$ cat src/design/ecc_pkg.sv
// Shared types, widths, codes and helpers for the elevator car controller.
// No dependencies; every other design file imports this package.
`timescale 1ns / 1ps

package ecc_pkg;

  localparam int KIND_W  = 2;
  localparam int FLOOR_W = 6;
  localparam int TIME_W  = 10;
  localparam int STATE_W = 3;
  localparam int CFG_IDX_W = 2;

  localparam logic [FLOOR_W-1:0] TOP_FLOOR   = FLOOR_W'(63);
  localparam logic [FLOOR_W-1:0] RESET_FLOOR = FLOOR_W'(1);

  localparam logic [TIME_W-1:0] RESET_OPEN_TIME   = TIME_W'(10);
  localparam logic [TIME_W-1:0] RESET_CLOSE_TIME  = TIME_W'(10);
  localparam logic [TIME_W-1:0] RESET_DWELL_TIME  = TIME_W'(30);
  localparam logic [TIME_W-1:0] RESET_TRAVEL_TIME = TIME_W'(20);

  // Configuration register indexes
  localparam logic [CFG_IDX_W-1:0] CFG_OPEN_TIME   = 2'd0;
  localparam logic [CFG_IDX_W-1:0] CFG_CLOSE_TIME  = 2'd1;
  localparam logic [CFG_IDX_W-1:0] CFG_DWELL_TIME  = 2'd2;
  localparam logic [CFG_IDX_W-1:0] CFG_TRAVEL_TIME = 2'd3;

  typedef enum logic [KIND_W-1:0] {
    KIND_NONE  = 2'd0,
    KIND_CALL  = 2'd1,
    KIND_OPEN  = 2'd2,
    KIND_CLOSE = 2'd3
  } kind_t;

  typedef enum logic [STATE_W-1:0] {
    MODE_IDLE    = 3'd0,
    MODE_OPENING = 3'd1,
    MODE_STOPPED = 3'd2,
    MODE_CLOSING = 3'd3,
    MODE_UP      = 3'd4,
    MODE_DOWN    = 3'd5
  } mode_t;

  typedef struct packed {
    logic [TIME_W-1:0] open_time;
    logic [TIME_W-1:0] close_time;
    logic [TIME_W-1:0] dwell_time;
    logic [TIME_W-1:0] floor_travel_time;
  } cfg_t;

  typedef struct packed {
    logic               consumed;
    logic [KIND_W-1:0]  consumed_kind;
    logic [FLOOR_W-1:0] consumed_floor;
    logic [STATE_W-1:0] car_state;
    logic [FLOOR_W-1:0] car_floor;
    logic [FLOOR_W-1:0] target_floor;
  } step_res_t;

  // Saturating subtract: a - b, floored at zero
  function automatic logic [TIME_W-1:0] sat_sub(input logic [TIME_W-1:0] a,
                                                input logic [TIME_W-1:0] b);
    logic [TIME_W-1:0] diff;
    diff = a - b;
    return (a > b) ? diff : '0;
  endfunction

endpackage

$ cat src/design/ecc_req_if.sv
// Request channel: valid/ready handshake carrying the head request of the queue.
// Depends on ecc_pkg for field widths.
`timescale 1ns / 1ps

interface ecc_req_if;
  import ecc_pkg::*;

  logic               valid;
  logic               ready;
  logic [KIND_W-1:0]  request_kind;
  logic [FLOOR_W-1:0] request_floor;

  modport source (output valid, output request_kind, output request_floor, input ready);
  modport sink   (input valid, input request_kind, input request_floor, output ready);
endinterface

$ cat src/design/ecc_res_if.sv
// Result channel: valid/ready handshake carrying one result item per tick.
// Depends on ecc_pkg for field widths.
`timescale 1ns / 1ps

interface ecc_res_if;
  import ecc_pkg::*;

  logic               valid;
  logic               ready;
  logic               consumed;
  logic [KIND_W-1:0]  consumed_kind;
  logic [FLOOR_W-1:0] consumed_floor;
  logic [STATE_W-1:0] car_state;
  logic [FLOOR_W-1:0] car_floor;
  logic [FLOOR_W-1:0] target_floor;

  modport source (output valid, output consumed, output consumed_kind,
                  output consumed_floor, output car_state, output car_floor,
                  output target_floor, input ready);
  modport sink   (input valid, input consumed, input consumed_kind,
                  input consumed_floor, input car_state, input car_floor,
                  input target_floor, output ready);
endinterface

$ cat src/design/elevator_car_controller.sv
// Top level of the elevator car controller: input register, car state machine,
// result register. Depends on ecc_pkg, ecc_req_if, ecc_res_if, ecc_cfg_regs, ecc_core.
//
//   Channel  Dir  Handshake      Payload
//   req      in   valid/ready    request_kind[1:0], request_floor[5:0]
//   res      out  valid/ready    consumed, consumed_kind[1:0], consumed_floor[5:0],
//                                car_state[2:0], car_floor[5:0], target_floor[5:0]
//   cfg      in   cfg_we only    cfg_index[1:0], cfg_data[9:0]
//
// One item a cycle sustained while the result channel is ready; each item's result
// passes through the input register, then the state update into the result register,
// where it is presented until taken.
// The throughput is set by the state update in the car state machine.
// Synchronous reset puts the car idle at floor 1 with the timer at zero and
// restores the default timings; no clearing pass is needed.
// A stalled result holds in the output register while the input register keeps
// taking items until it too is full.
`timescale 1ns / 1ps

module elevator_car_controller (
  input  logic                          clk,
  input  logic                          rst,
  ecc_req_if.sink                       req,
  ecc_res_if.source                     res,
  input  logic                          cfg_we,
  input  logic [ecc_pkg::CFG_IDX_W-1:0] cfg_index,
  input  logic [ecc_pkg::TIME_W-1:0]    cfg_data
);
  import ecc_pkg::*;

  // Input register
  logic               s1_valid;
  logic [KIND_W-1:0]  s1_kind;
  logic [FLOOR_W-1:0] s1_floor;

  // Result register
  logic      out_valid;
  step_res_t out_res;

  cfg_t      cfg;
  step_res_t step_res;
  logic      advance;

  // Advance the held item into the state machine when the result slot is free
  // or being drained this cycle.
  assign advance   = s1_valid && (!out_valid || res.ready);
  assign req.ready = !s1_valid || advance;

  ecc_cfg_regs u_cfg (
    .clk   (clk),
    .rst   (rst),
    .we    (cfg_we),
    .index (cfg_index),
    .data  (cfg_data),
    .cfg   (cfg)
  );

  ecc_core u_core (
    .clk      (clk),
    .rst      (rst),
    .step_en  (advance),
    .kind     (s1_kind),
    .floor_in (s1_floor),
    .cfg      (cfg),
    .res      (step_res)
  );

  // Input register: take a new item whenever the slot is empty or emptying
  always_ff @(posedge clk) begin
    if (rst) begin
      s1_valid <= 1'b0;
    end else if (req.ready) begin
      s1_valid <= req.valid;
    end
  end

  always_ff @(posedge clk) begin
    if (req.valid && req.ready) begin
      s1_kind  <= req.request_kind;
      s1_floor <= req.request_floor;
    end
  end

  // Result register: load on advance, drop once taken
  always_ff @(posedge clk) begin
    if (rst) begin
      out_valid <= 1'b0;
    end else if (advance) begin
      out_valid <= 1'b1;
    end else if (res.ready) begin
      out_valid <= 1'b0;
    end
  end

  always_ff @(posedge clk) begin
    if (advance) begin
      out_res <= step_res;
    end
  end

  assign res.valid          = out_valid;
  assign res.consumed       = out_res.consumed;
  assign res.consumed_kind  = out_res.consumed_kind;
  assign res.consumed_floor = out_res.consumed_floor;
  assign res.car_state      = out_res.car_state;
  assign res.car_floor      = out_res.car_floor;
  assign res.target_floor   = out_res.target_floor;

endmodule

$ cat src/design/ecc_cfg_regs.sv
// Timing configuration registers written through a plain write port.
// Depends on ecc_pkg for cfg_t, register indexes and reset values.
`timescale 1ns / 1ps

module ecc_cfg_regs (
  input  logic                             clk,
  input  logic                             rst,
  input  logic                             we,
  input  logic [ecc_pkg::CFG_IDX_W-1:0]    index,
  input  logic [ecc_pkg::TIME_W-1:0]       data,
  output ecc_pkg::cfg_t                    cfg
);
  import ecc_pkg::*;

  cfg_t regs;

  always_ff @(posedge clk) begin
    if (rst) begin
      regs.open_time         <= RESET_OPEN_TIME;
      regs.close_time        <= RESET_CLOSE_TIME;
      regs.dwell_time        <= RESET_DWELL_TIME;
      regs.floor_travel_time <= RESET_TRAVEL_TIME;
    end else if (we) begin
      case (index)
        CFG_OPEN_TIME:   regs.open_time         <= data;
        CFG_CLOSE_TIME:  regs.close_time        <= data;
        CFG_DWELL_TIME:  regs.dwell_time        <= data;
        CFG_TRAVEL_TIME: regs.floor_travel_time <= data;
        default:         regs <= regs;
      endcase
    end
  end

  assign cfg = regs;

endmodule

$ cat src/design/ecc_core.sv
// Car state machine: mode, floors and countdown, updated once per accepted tick.
// Depends on ecc_pkg for mode_t, kind_t, cfg_t, step_res_t and sat_sub.
`timescale 1ns / 1ps

module ecc_core (
  input  logic                         clk,
  input  logic                         rst,
  input  logic                         step_en,
  input  logic [ecc_pkg::KIND_W-1:0]   kind,
  input  logic [ecc_pkg::FLOOR_W-1:0]  floor_in,
  input  ecc_pkg::cfg_t                cfg,
  output ecc_pkg::step_res_t           res
);
  import ecc_pkg::*;

  mode_t              mode, mode_next;
  logic [FLOOR_W-1:0] floor_now, floor_now_next;
  logic [FLOOR_W-1:0] floor_goal, floor_goal_next;
  logic [TIME_W-1:0]  countdown, countdown_next;
  logic               used;

  logic [FLOOR_W-1:0] fl_sat;
  logic [FLOOR_W-1:0] floor_inc, floor_dec;
  mode_t              call_mode;
  logic [FLOOR_W-1:0] call_goal;
  logic [TIME_W-1:0]  call_cd;
  logic [TIME_W-1:0]  cd_dec;

  // Start of a floor call from rest with the door shut
  always_comb begin
    fl_sat    = (floor_in > TOP_FLOOR) ? TOP_FLOOR : floor_in;
    floor_inc = floor_now + FLOOR_W'(1);
    floor_dec = floor_now - FLOOR_W'(1);
    cd_dec    = countdown - TIME_W'(1);
    if (fl_sat > floor_now) begin
      call_mode = MODE_UP;
      call_goal = fl_sat;
      call_cd   = cfg.floor_travel_time;
    end else if (fl_sat < floor_now) begin
      call_mode = MODE_DOWN;
      call_goal = fl_sat;
      call_cd   = cfg.floor_travel_time;
    end else begin
      call_mode = MODE_OPENING;
      call_goal = floor_goal;
      call_cd   = cfg.open_time;
    end
  end

  // Next state
  always_comb begin
    mode_next       = mode;
    floor_now_next  = floor_now;
    floor_goal_next = floor_goal;
    countdown_next  = countdown;
    used            = 1'b0;
    case (mode)
      MODE_IDLE: begin
        if (kind != KIND_NONE) begin
          used = 1'b1;
          if (kind == KIND_OPEN) begin
            mode_next      = MODE_OPENING;
            countdown_next = cfg.open_time;
          end else if (kind == KIND_CALL) begin
            mode_next       = call_mode;
            floor_goal_next = call_goal;
            countdown_next  = call_cd;
          end
        end
      end
      MODE_OPENING: begin
        if (kind == KIND_CLOSE) begin
          mode_next      = MODE_CLOSING;
          countdown_next = sat_sub(cfg.open_time, countdown);
          used           = 1'b1;
        end else if (countdown == '0) begin
          mode_next      = MODE_STOPPED;
          countdown_next = cfg.dwell_time;
        end else begin
          countdown_next = cd_dec;
        end
      end
      MODE_STOPPED: begin
        if (kind == KIND_OPEN) begin
          countdown_next = cfg.dwell_time;
          used           = 1'b1;
        end else if (kind == KIND_CLOSE || countdown == '0) begin
          mode_next      = MODE_CLOSING;
          countdown_next = cfg.close_time;
          used           = (kind == KIND_CLOSE);
        end else begin
          countdown_next = cd_dec;
        end
      end
      MODE_CLOSING: begin
        if (kind == KIND_OPEN) begin
          mode_next      = MODE_OPENING;
          countdown_next = sat_sub(cfg.close_time, countdown);
          used           = 1'b1;
        end else if (kind == KIND_CLOSE) begin
          used = 1'b1;
        end else if (countdown == '0) begin
          if (kind == KIND_CALL) begin
            mode_next       = call_mode;
            floor_goal_next = call_goal;
            countdown_next  = call_cd;
            used            = 1'b1;
          end else begin
            mode_next = MODE_IDLE;
          end
        end else begin
          countdown_next = cd_dec;
        end
      end
      MODE_UP: begin
        if (countdown != '0) begin
          countdown_next = cd_dec;
        end else if (floor_now < floor_goal) begin
          floor_now_next = floor_inc;
          if (floor_inc != floor_goal) countdown_next = cfg.floor_travel_time;
        end else begin
          mode_next      = MODE_OPENING;
          countdown_next = cfg.open_time;
        end
      end
      MODE_DOWN: begin
        if (countdown != '0) begin
          countdown_next = cd_dec;
        end else if (floor_now > floor_goal) begin
          floor_now_next = floor_dec;
          if (floor_dec != floor_goal) countdown_next = cfg.floor_travel_time;
        end else begin
          mode_next      = MODE_OPENING;
          countdown_next = cfg.open_time;
        end
      end
      default: mode_next = MODE_IDLE;
    endcase
  end

  // Result fields reflect the state after this tick
  always_comb begin
    res.consumed       = used;
    res.consumed_kind  = used ? kind : '0;
    res.consumed_floor = used ? fl_sat : '0;
    res.car_state      = mode_next;
    res.car_floor      = floor_now_next;
    res.target_floor   = floor_goal_next;
  end

  always_ff @(posedge clk) begin
    if (rst) begin
      mode       <= MODE_IDLE;
      floor_now  <= RESET_FLOOR;
      floor_goal <= RESET_FLOOR;
      countdown  <= '0;
    end else if (step_en) begin
      mode       <= mode_next;
      floor_now  <= floor_now_next;
      floor_goal <= floor_goal_next;
      countdown  <= countdown_next;
    end
  end

  a_hold_when_stalled: assert property (@(posedge clk) disable iff (rst)
    !step_en |=> $stable(mode) && $stable(countdown) && $stable(floor_now))
    else $error("car state moved without an accepted tick");

  a_up_one_floor: assert property (@(posedge clk) disable iff (rst)
    step_en && mode == MODE_UP |=>
      floor_now == $past(floor_now) || floor_now == $past(floor_now) + FLOOR_W'(1))
    else $error("car moved more than one floor upwards in a tick");

  a_goal_from_rest: assert property (@(posedge clk) disable iff (rst)
    step_en && floor_goal_next != floor_goal |->
      mode == MODE_IDLE || mode == MODE_CLOSING)
    else $error("goal floor changed while the car was not at rest");

  a_consumed_kind: assert property (@(posedge clk) disable iff (rst)
    step_en && res.consumed |-> res.consumed_kind != KIND_NONE)
    else $error("empty request reported as consumed");

endmodule
$ cat src/flat_wrapper.sv
// flat-port wrapper written by rule: the top's interface ports become plain ports
module elevator_car_controller_flat import ecc_pkg::*;
  (clk, rst, cfg_we, cfg_index, cfg_data, req_valid, req_request_kind, req_request_floor, req_ready, res_valid, res_consumed, res_consumed_kind, res_consumed_floor, res_car_state, res_car_floor, res_target_floor, res_ready);
  ecc_req_if req_i ();
  ecc_res_if res_i ();
  input  logic clk;
  input  logic rst;
  input  logic cfg_we;
  input  logic [ecc_pkg::CFG_IDX_W-1:0] cfg_index;
  input  logic [ecc_pkg::TIME_W-1:0] cfg_data;
  input wire logic [$bits(req_i.valid)-1:0] req_valid;
  input wire logic [$bits(req_i.request_kind)-1:0] req_request_kind;
  input wire logic [$bits(req_i.request_floor)-1:0] req_request_floor;
  output wire logic [$bits(req_i.ready)-1:0] req_ready;
  output wire logic [$bits(res_i.valid)-1:0] res_valid;
  output wire logic [$bits(res_i.consumed)-1:0] res_consumed;
  output wire logic [$bits(res_i.consumed_kind)-1:0] res_consumed_kind;
  output wire logic [$bits(res_i.consumed_floor)-1:0] res_consumed_floor;
  output wire logic [$bits(res_i.car_state)-1:0] res_car_state;
  output wire logic [$bits(res_i.car_floor)-1:0] res_car_floor;
  output wire logic [$bits(res_i.target_floor)-1:0] res_target_floor;
  input wire logic [$bits(res_i.ready)-1:0] res_ready;
  assign req_i.valid = req_valid;
  assign req_i.request_kind = req_request_kind;
  assign req_i.request_floor = req_request_floor;
  assign req_ready = req_i.ready;
  assign res_valid = res_i.valid;
  assign res_consumed = res_i.consumed;
  assign res_consumed_kind = res_i.consumed_kind;
  assign res_consumed_floor = res_i.consumed_floor;
  assign res_car_state = res_i.car_state;
  assign res_car_floor = res_i.car_floor;
  assign res_target_floor = res_i.target_floor;
  assign res_i.ready = res_ready;
  elevator_car_controller u_core (.clk(clk), .rst(rst), .req(req_i), .res(res_i), .cfg_we(cfg_we), .cfg_index(cfg_index), .cfg_data(cfg_data));
endmodule
$ cat config.mk
export PLATFORM = sky130hd
export DESIGN_NAME = elevator_car_controller_flat
export DESIGN_NICKNAME = d
export VERILOG_FILES = /design/src/design/ecc_pkg.sv /design/src/design/ecc_req_if.sv /design/src/design/ecc_res_if.sv /design/src/design/elevator_car_controller.sv /design/src/design/ecc_cfg_regs.sv /design/src/design/ecc_core.sv /design/src/flat_wrapper.sv
export SDC_FILE = /design/constraint.sdc
export NUM_CORES = 1
export LEC_CHECK = 0
export BUFFER_PORTS_ARGS = -buffer_cell sky130_fd_sc_hd__buf_2
export CAP_MARGIN = 20
export CORE_MARGIN = 2
export CORE_UTILIZATION = 30
export DETAILED_ROUTE_END_ITERATION = 8
export HOLD_SLACK_MARGIN = 0.12
export PLACE_DENSITY = 0.55
export SETUP_SLACK_MARGIN = 0.2
export SKIP_LAST_GASP = 1
export SLEW_MARGIN = 20
export SYNTH_ARGS = -nofsm -noshare
export SYNTH_HDL_FRONTEND = slang
export SYNTH_SLANG_ARGS = --single-unit
export TNS_END_PERCENT = 1
$ cat constraint.sdc
create_clock -name clk -period 2.8 [get_ports clk]
set_input_delay 0.28 -clock clk [delete_from_list [all_inputs] [get_ports clk]]
set_output_delay 0.28 -clock clk [all_outputs]
set_load 0.01 [all_outputs]
==> summary.txt <==
STA
  – Crit path time final: 2.84 ns
  – Max-slew headroom: 45.4%
  – Fmax: 352 MHz
  – Setup Skew: 0.00837 ns
  – RSZ-0062 raised after global routing: yes
  – Final setup margin: -0.0409 ns
  – Final setup viols: 1
  – Least-Margin Pin Slew: 0.814 ns
  – Hold_ws: 0.145 ns
  – Tcrit/Tclk final: 101%
  – Final Hold Viols: 0
  – Slew Viols, Final: 0

Yosys
  – Synth Cell Area: 6890 um^2
  – Post-Syn Nets: 922
  – Synth Instances: 860
  – Seq/Total Area, Yosys: 33.4%
  – Distinct cells, synth: 77
  – Post-synthesis average cell area: 8.01 um^2
  – Top cell type's share of synthesized area: 19.5%
  – EDFF count, synth: 32
  – Yosys top cell by area: dfxtp_1
  – Top cells by area, synth: dfxtp_1, edfxtp_1, nand2_1
  – Predominant post-synthesis flop cell: dfxtp_1
  – Share of flip-flops with an asynchronous set or reset: 0%
  – Synth warn: 0
  – Flops & latches, synth: 99
  – Commonest cells in the netlist: nand2_1, nor2_1, a21oi_1
  – Most common cell in the netlist: nand2_1

Outcome
  – Violated checks: setup timing
  – Status: complete, but fails checks

Pwr
  – P_leak: 3.54 nW
  – Worst vdd ir: 0.313 mV
  – Power Density: 477 nW/um^2

Drt
  – Routed Antenna Nets: 0
  – Iteration-0 DRC count of the detailed router: 1053
  – Router iterations before antenna repair: 6
  – Post-route DRC: 0
  – Vias: 7432
  – Drt via density: 5.59
  – Avg WL per Cell: 20.3 um
  – Final wirelength: 27100 um

Clock network
  – CTS tree: done
  – Clock Pin Slew Worst Setup and Hold Paths: 0.07 ns
  – CTS buffer count: 9
  – H-tree depth: 3
  – Clock root cell: clkbuf_16
  – Worst-skew pair later-pin latency: 0.36 ns
  – CTS Buffer Depth: 2
  – Clk sinks: 99

Worst setup path
  – Data arrival, critical path: 3.11 ns
  – Worst Path Buf+Inv: 1
  – Max stage delay on crit path: 0.47 ns
  – Crit. End Element: flip-flop
  – Slowest cell on crit path: a2111oi_4
  – Most frequent CP cell: a2111oi_4
  – Setup crit start kind: flip-flop
  – Crit path max-delay family: compound AO/OA/AOI/OAI gates
  – CP max FO: 3
  – CP Class: flip-flop to flip-flop
  – WP data required: 3.07 ns
  – Sequence of cells on the critical path: ha_4 > a211o_1 > a2111oi_4 > buf_4 > o21ai_1 > a31oi_2 > o21ai_2 > a2111oi_4 > a211oi_1 > a221oi_1

Placement
  – Port bufs: 50
  – Placed Cells: 1299
  – Post-detail-place hpwl: 20800 um
  – Placed Area: 8500 um^2
  – RD Place Congestion: 1.05

GRT
  – Number of global-route vias before repair: 6835
  – Initial antenna violation count: 0
  – Total Routing Usage GR: 22.4%
  – Grt total ovfl: 0
  – First-pass GRT wire length: 41400 um
  – Largest net degree at the start of global routing: 49

Floorplanning
  – Die width: 156 um
  – Total Die Area: 24200 um^2
  – Core Rows: 55
  – Initial core utilization: 30.5%
  – # IOs: 51
  – Core Region: 22600 um^2
  – Die height: 156 um

Flow run
  – Max-cap violations: 0

Finish
  – Fin nets: 1102
  – Layout cells sized above 1: 26.9%
  – Post-Layout Cell Count: 1330
  – Area delta synth->final: 32.2%
  – Fin area: 9110 um^2
  – Number of inserted diodes: 0

Min path
  – Hold crit path type: input port to flip-flop
[metal layers]
metal / routed length [um] / GRT usage [%] / vias to the layer above
met3: 2290 / 3.44 / 64
met2: 11400 / 32.8 / 364
li1: - / - / 3509
met1: 12400 / 33.0 / 3495
met4: 953 / 8.30 / 0
met5: 0 / 0 / -
[repair_timing]
item	in CTS	in global routing
hold buffers	8	0
endpoints found under the hold margin	8	0
setup buffers	6	1
setup endpoints to repair	26	27
gates resized for setup	35	10
pin swaps	13	4
cloned	0	0
[kinds of logic (layout without fill, tap and decap cells)]
kind of cell / Yosys count / in the layout / synth area share, %
compound gates: 244 / 244 / 23.1
xor+xnor: 30 / 30 / 3.81
fa+ha+maj: 37 / 37 / 6.94
buf+inv: 76 / 261 / 4.43
flops: 99 / 99 / 33.4
mux: 35 / 35 / 5.21
simple gates: 339 / 339 / 23.0
[worst min-delay path, stage by stage]
cell,delay (ns)
buf_2,0.08
a21oi_1,0.03
nor2_1,0.07
[cell type report]
type | instances | area, um^2
clock inverter | 3 | 20.0
fill | 2298 | 13500
multi-input combinational | 685 | 4510
inverter | 33 | 125
sequential | 99 | 2310
tap | 285 | 357
clock buffer | 13 | 262
timing repair buffer | 212 | 1530
[state kept, by name, indices dropped and copies added (netlist names)]
signal	flops
u_core.u_core.floor_goal	6
u_core.res.target_floor	6
u_core.res.valid	1
u_core.u_core.floor_now	6
u_core.u_core.mode	3
u_core.res.consumed	1
u_core.s1_valid	1
u_core.u_cfg.cfg	40
u_core.u_core.countdown	10
u_core.res.car_floor	6
u_core.res.consumed_floor	6
u_core.res.car_state	3
u_core.s1_floor	6
u_core.s1_kind	2
u_core.res.consumed_kind	2
[per-stage QoR]
step	setup WS (ns)	utilization, %	total power, mW	TNS [ns]
after floorplan	0.151	-	2.44	0
after global routing	-0.129	40.4	4.53	-0.788
after global placement	-0.220	37.7	3.04	-0.543
after detailed placement	-0.147	37.7	3.03	-0.633
final	-0.0409	40.4	4.35	-0.0409
after CTS	0.0491	40.2	4.32	0
[final timing paths]
check / start / to / slack, ns / depth (start not counted)
worst max-delay path: u_core.s1_floor[3]$_DFFE_PP_ / u_core.u_core.countdown[2]$_SDFFE_PP0P_ / -0.04 / 10
worst min register to register: u_core.u_core.mode[2]$_SDFFE_PP0P_ / u_core.u_core.mode[2]$_SDFFE_PP0P_ / 0.49 / 2
worst max register to register: u_core.s1_floor[3]$_DFFE_PP_ / u_core.u_core.countdown[2]$_SDFFE_PP0P_ / -0.04 / 10
worst min-delay path: req_valid / u_core.s1_valid$_SDFFE_PP0N_ / 0.14 / 3
[cell usage in the layout, fill, tap and decap left out, types with 4 or more instances in the layout]
cell	n
edfxtp_1	32
dlygate4sd3_1	8
o22ai_1	10
ha_4	4
nor2b_1	7
mux2i_1	27
nand3b_1	4
nor2_1	76
ha_1	31
buf_2	50
or2_2	5
buf_6	4
nor3_1	24
nand2b_1	16
dfxtp_1	63
nand4_1	7
a21oi_1	64
a31oi_1	14
and2_1	13
o21ai_1	10
nand3_1	28
buf_4	148
o21ai_0	40
nand2_1	127
a21o_1	5
o211ai_1	9
inv_2	4
inv_1	27
xnor2_1	23
a21oi_2	7
a211oi_1	19
dfxtp_2	4
clkbuf_16	10
and3_1	8
xor2_1	6
o21a_1	6
mux2_2	6
o221ai_1	7
[power breakdown]
group          switching [mW]  internal [mW]
combinational           0.853          0.647
clock                   0.565          0.659
sequential             0.0638           1.56
total                    1.48           2.86
No activity file was read; power rests on OpenSTA's default activity.
